## src/rtl/cla_pkg.sv

```systemverilog
// Package for the console line assembler: sizes, character codes, command
// codes and the line buffer access struct. No dependencies.
`timescale 1ns / 1ps
`default_nettype none
package cla_pkg;

  // Longest line plus one; a line holds at most MAX_LEN-1 bytes.
  localparam int MAX_LEN = 128;
  localparam int CNT_W   = $clog2(MAX_LEN);
  localparam int ADDR_W  = CNT_W + 1;
  localparam int DEPTH   = 2 * MAX_LEN;
  localparam int IDX_W   = 7;
  localparam int LEN_W   = 7;
  localparam int CMP_W   = (CNT_W > IDX_W) ? CNT_W : IDX_W;

  localparam logic [7:0] CH_BS  = 8'd8;
  localparam logic [7:0] CH_DEL = 8'd127;
  localparam logic [7:0] CH_CR  = 8'd13;
  localparam logic [7:0] CH_LF  = 8'd10;

  localparam logic CMD_RX   = 1'b0;
  localparam logic CMD_READ = 1'b1;

  // One write port and one read port per cycle on the line buffers.
  typedef struct packed {
    logic              we;
    logic [ADDR_W-1:0] waddr;
    logic [7:0]        wdata;
    logic              re;
    logic [ADDR_W-1:0] raddr;
  } ram_req_t;

endpackage
`default_nettype wire

```

## src/rtl/cla_line_ram.sv

```systemverilog
// Ping-pong line buffer storage: both sides in one memory, one write and
// one registered read per cycle. Uses cla_pkg.
`timescale 1ns / 1ps
`default_nettype none
module cla_line_ram (
  input  wire logic              clk,
  input  wire cla_pkg::ram_req_t req,
  output logic [7:0]             rdata
);

  logic [7:0] mem [cla_pkg::DEPTH];
  logic [7:0] rdata_r;

  always_ff @(posedge clk) begin
    if (req.we) begin
      mem[req.waddr] <= req.wdata;
    end
  end

  // Read data holds until the next read.
  always_ff @(posedge clk) begin
    if (req.re) begin
      rdata_r <= mem[req.raddr];
    end
  end

  assign rdata = rdata_r;

endmodule
`default_nettype wire

```

## src/rtl/cla_ctrl.sv

```systemverilog
// Line state: fill count, fill side and completed length, updated once per
// accepted item; issues line buffer accesses. Uses cla_pkg.
`timescale 1ns / 1ps
`default_nettype none
module cla_ctrl (
  input  wire logic                      clk,
  input  wire logic                      rst_n,
  input  wire logic                      accept,
  input  wire logic                      cmd,
  input  wire logic [7:0]                rx_byte,
  input  wire logic [cla_pkg::IDX_W-1:0] read_index,
  output cla_pkg::ram_req_t              req,
  output logic                           line_done,
  output logic [cla_pkg::CNT_W-1:0]      done_len_nxt,
  output logic                           rd_hit
);

  logic [cla_pkg::CNT_W-1:0] fill_count_r, fill_count_nxt;
  logic                      fill_side_r, fill_side_nxt;
  logic [cla_pkg::CNT_W-1:0] done_len_r;
  logic                      is_erase, is_eol, has_room;

  always_comb begin
    is_erase       = (rx_byte == cla_pkg::CH_BS) || (rx_byte == cla_pkg::CH_DEL);
    is_eol         = (rx_byte == cla_pkg::CH_CR) || (rx_byte == cla_pkg::CH_LF);
    has_room       = fill_count_r != cla_pkg::CNT_W'(cla_pkg::MAX_LEN - 1);
    fill_count_nxt = fill_count_r;
    fill_side_nxt  = fill_side_r;
    done_len_nxt   = done_len_r;
    line_done      = 1'b0;
    rd_hit         = 1'b0;
    req.we         = 1'b0;
    req.waddr      = {fill_side_r, fill_count_r};
    req.wdata      = rx_byte;
    req.re         = 1'b0;
    req.raddr      = {~fill_side_r, cla_pkg::CNT_W'(read_index)};

    if (cmd == cla_pkg::CMD_RX) begin
      if (is_erase) begin
        if (fill_count_r != '0) begin
          fill_count_nxt = fill_count_r - 1'b1;
        end
      end else if (is_eol) begin
        if (fill_count_r != '0) begin
          line_done      = 1'b1;
          done_len_nxt   = fill_count_r;
          fill_side_nxt  = ~fill_side_r;
          fill_count_nxt = '0;
        end
      end else if (has_room) begin
        req.we         = accept;
        fill_count_nxt = fill_count_r + 1'b1;
      end
    end else begin
      // Only entries below the completed length belong to the completed line.
      rd_hit = cla_pkg::CMP_W'(read_index) < cla_pkg::CMP_W'(done_len_r);
      req.re = accept && rd_hit;
    end
  end

  always_ff @(posedge clk) begin
    if (!rst_n) begin
      fill_count_r <= '0;
      fill_side_r  <= 1'b0;
      done_len_r   <= '0;
    end else if (accept) begin
      fill_count_r <= fill_count_nxt;
      fill_side_r  <= fill_side_nxt;
      done_len_r   <= done_len_nxt;
    end
  end

endmodule
`default_nettype wire

```

## src/rtl/console_line_assembler.sv

```systemverilog
// Console line assembler top level: line state control, line buffer memory
// and the result register. Uses cla_pkg, cla_ctrl, cla_line_ram.
// Results are registered onto the out_ port. Throughput: one item per cycle
// while out_ready does not hold a pending result; the state update and the
// single memory write or registered read all fit in the accepting cycle.
// Reset (synchronous, rst_n low): empty line, fill side 0, completed length
// 0, no result pending. Line buffer contents are not cleared.
`timescale 1ns / 1ps
`default_nettype none
module console_line_assembler (
  input  wire logic       clk,
  input  wire logic       rst_n,
  // input channel
  input  wire logic       in_valid,
  output logic            in_ready,
  input  wire logic       in_cmd,
  input  wire logic [7:0] in_rx_byte,
  input  wire logic [6:0] in_read_index,
  // result channel
  output logic            out_valid,
  input  wire logic       out_ready,
  output logic            out_echo_valid,
  output logic [7:0]      out_echo_byte,
  output logic            out_line_ready,
  output logic [6:0]      out_line_length,
  output logic [7:0]      out_read_byte
);

  logic                          accept;
  cla_pkg::ram_req_t             req;
  logic                          line_done;
  logic [cla_pkg::CNT_W-1:0]     done_len_nxt;
  logic                          rd_hit;
  logic [7:0]                    rdata;

  // Result register; the memory's read register is its read_byte half.
  logic                          out_valid_r;
  logic                          echo_valid_r;
  logic [7:0]                    echo_byte_r;
  logic                          line_ready_r;
  logic [cla_pkg::LEN_W-1:0]     line_length_r;
  logic                          rd_hit_r;

  // A new item enters whenever the result slot is empty or draining.
  assign in_ready = !out_valid_r || out_ready;
  assign accept   = in_valid && in_ready;

  cla_ctrl u_ctrl (
    .clk          (clk),
    .rst_n        (rst_n),
    .accept       (accept),
    .cmd          (in_cmd),
    .rx_byte      (in_rx_byte),
    .read_index   (in_read_index),
    .req          (req),
    .line_done    (line_done),
    .done_len_nxt (done_len_nxt),
    .rd_hit       (rd_hit)
  );

  cla_line_ram u_ram (
    .clk   (clk),
    .req   (req),
    .rdata (rdata)
  );

  always_ff @(posedge clk) begin
    if (!rst_n) begin
      out_valid_r <= 1'b0;
    end else if (accept) begin
      out_valid_r <= 1'b1;
    end else if (out_ready) begin
      out_valid_r <= 1'b0;
    end
  end

  // Payload holds while stalled since it only loads on accept.
  always_ff @(posedge clk) begin
    if (accept) begin
      echo_valid_r  <= in_cmd == cla_pkg::CMD_RX;
      echo_byte_r   <= (in_cmd == cla_pkg::CMD_RX) ? in_rx_byte : 8'd0;
      line_ready_r  <= line_done;
      line_length_r <= cla_pkg::LEN_W'(done_len_nxt);
      rd_hit_r      <= rd_hit;
    end
  end

  assign out_valid       = out_valid_r;
  assign out_echo_valid  = echo_valid_r;
  assign out_echo_byte   = echo_byte_r;
  assign out_line_ready  = line_ready_r;
  assign out_line_length = line_length_r;
  // Reads past the line end return the terminator (zero).
  assign out_read_byte   = rd_hit_r ? rdata : 8'd0;

endmodule
`default_nettype wire
```

## config.mk

```make
export PLATFORM = sky130hd
export DESIGN_NAME = console_line_assembler
export DESIGN_NICKNAME = d
export VERILOG_FILES = /design/src/rtl/cla_pkg.sv /design/src/rtl/cla_line_ram.sv /design/src/rtl/cla_ctrl.sv /design/src/rtl/console_line_assembler.sv
export SDC_FILE = /design/constraint.sdc
export NUM_CORES = 2
export LEC_CHECK = 0
export BUFFER_PORTS_ARGS = -buffer_cell sky130_fd_sc_hd__buf_2
export CAP_MARGIN = 20
export CORE_UTILIZATION = 40
export CTS_CLUSTER_SIZE = 24
export DETAILED_ROUTE_END_ITERATION = 6
export MAX_ROUTING_LAYER = met4
export SYNTH_ARGS = -nofsm -noshare
export SYNTH_HDL_FRONTEND = slang
export SYNTH_SLANG_ARGS = --single-unit
```

## constraint.sdc

```tcl
create_clock -name clk -period 4 [get_ports clk]
set_input_delay 0.8 -clock clk [delete_from_list [all_inputs] [get_ports clk]]
set_output_delay 0.8 -clock clk [all_outputs]
set_load 0.05 [all_outputs]
```

==> metrics.md <==
| Metric | Value |
|---|---|
| I/O pin count | `between 40 and 50` |
| Number of port buffers | `46` |
| Root buf cell | `clkbuf_16` |
| Count of yosys warnings during synthesis | `0` |
| Vias | `41,700` |
| Remaining antenna violation count after routing | `0` |
| Max-cap violations | `0` |
| Worst Hold Endpoint | `out_valid` |
| Finished Layout Cells | `7,191` |
| Global route overflow | `0` |
| DR pass1 iterations | `5` |
| Setup crit end kind | `flip-flop` |
| Post-synth EDFFs | `between 2,000 and 2,500` |
| Worst skew pair latency | `0.85 ns` |
| CP required | `4.54 ns` |
| Layout cells sized above 1 | `25.0%` |
| Clk_skew | `0.0329 ns` |
| Routed WL | `approximately 210,000 um` |
| Mapped Cells | `3,988` |
| DRT iter0 DRCs | `5,466` |
| Setup repair after global routing missed its margin | `no` |
| First-pass GRT wire length | `305,000 um` |
| Max H-tree Level | `4` |
| Sequential area share after synthesis | `76.7%` |
| Sink Count | `between 2,000 and 2,500` |
| Register area | `approximately 63,000 um^2` |
| Area delta synth->final | `14.7%` |
| Worst R2R Start | `u_ctrl.fill_side_r` |
| Hold Fails Final Rpt | `0` |
| R2r setup slk | `0.42 ns` |
| Crit path max fanout | `9` |
| Multi-input logic area | `17,800 um^2` |
| Crit path max-delay family | `compound AO/OA/AOI/OAI gates` |
| Outcome | `finished clean` |
| Placed Cells | `around 6,800` |
| Setup CP Type | `flip-flop to flip-flop` |
| Avg Cell Area, Syn | `20.5 um^2` |
| Fmax | `0.279 GHz` |
| Vias in the first global route | `41,100` |
| CTS tree | `done` |
| Hold depth | `3` |
| FFs w/ async S/R, synth | `0%` |
| Distinct cells, synth | `72` |
| Wirelength per Cell | `29.8 um` |
| Slew at the pin closest to its max-slew limit | `1.14 ns` |
| Site Rows | `165` |
| Initial antenna violation count | `5` |
| Die span in x | `454 um` |
| Post-DP HPWL | `136,000 um` |
| Post-CTS Setup Bufs | `0` |
| Vias per inst | `5.80` |
| GRT Overall Usage | `approximately a fifth` |
| Mapped Area | `81,700 um^2` |
| R2R depth | `8` |
| Dominant synthesized flop cell | `edfxtp_1` |
| Most used cell, CP | `buf_4` |
| Num CTS Buffers | `206` |
| CP startpoint kind | `flip-flop` |
| Final #Nets | `4,371` |
| Final setup fails | `0` |
| Slowest Stage Delay on Critical Path | `0.86 ns` |
| Final hold slack | `0.196 ns` |
| P per Cell Area | `485 nW/um^2` |
| CTS Hold Bufs | `0` |
| Reg2reg end | `u_ram.rdata[1]` |
| DRC Markers | `0` |
| Min-delay src | `in_valid` |
| Routability cong. | `0.908` |
| Bufs and invs on worst path | `2` |
| Hold Crit Class | `input pin to flip-flop` |
| LEAKAGE | `29.6 nW` |
| Post-Route Setup TNS | `0 ns` |
| Worst path slowest cell | `a211oi_1` |
| Clk buf depth | `3` |
| Slew HR | `23.7%` |
| Post-route total power | `~45 mW` |
| Die H | `around 450 um` |
| CP Cell Sequence | `buf_4 > and3_1 > o221ai_1 > a21oi_1 > nor3_1 > buf_4 > a211oi_1 > nor4_1` |
| Initial Utilization | `40.3%` |
| CTS resizes | `0` |
| Clk slew on worst S/H paths | `roughly 0.060 ns` |
| Fin crit share | `89.6%` |
| Die area | `206,000 um^2` |
| Maximum VDD drop | `roughly 470 uV` |
| Largest net degree at the start of global routing | `162` |
| Fillcell total | `about 17,000` |
| Fin crit period | `between 3 and 4 ns` |
| Max-slew violation count | `0` |
| Core footprint | `203,000 um^2` |
| Flops & latches, synth | `2,090` |
| CP arrival | `4.12 ns` |
==> metrics by stage <==
step                worst slack [ns]  cell area [um^2]  util, %
finish                         0.418             93700     46.3
global route                   0.353             93700     46.3
CTS                            0.472             93700     46.3
detailed placement            -0.244             87100     43.0
global placement              -0.447             87100     43.0
floorplan                      0.475             81700        -
==> routing by layer <==
metal  up-vias  track usage (%)  share of wire, %
li1      17300                -                 -
met1     22200             29.8                43
met2      1847             32.4                47
met3       309             3.56               7.6
met4         0             5.98               2.6
met5         -                -                 0
==> where the power goes <==
| part | leakage (nW) | switching, mW | internal, mW |
|---|---|---|---|
| Combinational | 7.63 | 1.51 | 0.852 |
| Sequential | 18.8 | 0.0259 | 24.1 |
| Clock | 3.21 | 8.29 | 10.6 |
| Total | 29.6 | 9.83 | 35.6 |
==> state kept, by name, summed over array words and instances (netlist names), 7 cells and up <==
signal and count:
u_ram.mem 2048, u_ctrl.fill_count_r 7, out_echo_byte 8, out_line_length 7
u_ram.rdata 8, u_ctrl.done_len_r 7
==> cells by family after synthesis <==
family          count (synthesis)  share of synthesized area, %
other cells                     1                       0.00459
flops                        2090                          76.7
simple gates                  545                          2.88
xor+xnor                        1                        0.0107
buf+inv                       250                          1.70
mux                           659                          14.8
fa+ha+maj                      10                         0.153
compound gates                432                          3.76
==> how the worst max path moves through the flow <==
| stage | start | end | cells after the start |
|---|---|---|---|
| floorplan | out_ready | u_ram.mem[219][0] | 8 |
| global placement | in_read_index[0] | u_ram.rdata[5] | 9 |
| detailed placement | in_read_index[0] | u_ram.rdata[1] | 9 |
| CTS | u_ctrl.fill_side_r | u_ram.rdata[1] | 8 |
| global route | u_ctrl.fill_count_r[0] | u_ram.mem[105][5] | 8 |
| finish | u_ctrl.fill_side_r | u_ram.rdata[1] | 8 |
==> Yosys cell counts (17+ instances only) <==
cell type / n / area share (%)
o221ai_1: 48 / 0.51
o22ai_1: 53 / 0.41
buf_2: 57 / 0.35
mux4_2: 438 / 12
a221oi_1: 22 / 0.24
clkbuf_1: 97 / 0.45
o21ai_0: 38 / 0.23
edfxtp_1: 2074 / 76
nand3_1: 23 / 0.14
a211oi_1: 41 / 0.38
nor2_1: 318 / 1.5
nor3_1: 33 / 0.20
nand2_1: 87 / 0.40
a22o_1: 31 / 0.33
mux2i_1: 187 / 2.3
a21oi_1: 71 / 0.44
mux2_2: 30 / 0.41
buf_4: 36 / 0.33
buf_6: 24 / 0.33
and2_1: 17 / 0.13
a22oi_1: 35 / 0.32
nor2b_1: 17 / 0.13
==> placed cells by master, fill, tap and decap left out, types with 17 or more instances in the layout <==
| master | synthesis | routed |
|---|---|---|
| clkbuf_16 | 0 | 206 |
| buf_12 | 1 | 52 |
| a22oi_1 | 35 | 35 |
| mux2i_1 | 187 | 187 |
| a22o_1 | 31 | 31 |
| buf_4 | 36 | 264 |
| nand2_1 | 87 | 87 |
| o21ai_0 | 38 | 38 |
| edfxtp_1 | 2074 | 2074 |
| bufinv_16 | 0 | 17 |
| nand3_1 | 23 | 23 |
| o221ai_1 | 48 | 48 |
| a221oi_1 | 22 | 22 |
| clkbuf_1 | 97 | 53 |
| mux2_2 | 30 | 30 |
| clkinv_1 | 1 | 43 |
| o22ai_1 | 53 | 53 |
| mux4_2 | 438 | 438 |
| clkinv_2 | 0 | 44 |
| buf_2 | 57 | 35 |
| and2_1 | 17 | 17 |
| a211oi_1 | 41 | 41 |
| nor2_1 | 318 | 315 |
| nor3_1 | 33 | 33 |
| a21oi_1 | 71 | 71 |
==> final cells by class <==
cell class	count	area share (%)
flip-flops and latches	2090	66.8
multi-input cells	1663	18.9
clock buffers	260	5.73
repair buffers	362	3.60
well taps	2672	3.57
clock inverters	120	1.27
inverters	18	0.0721
diodes	6	0.0160
==> tightest hold or removal path: cells and delay by family <==
family                 cells  cell delay, ns
AOI/OAI and AO/OA          1            0.05
buffers and inverters      2            0.14
No activity file was read; power rests on OpenSTA's default activity.
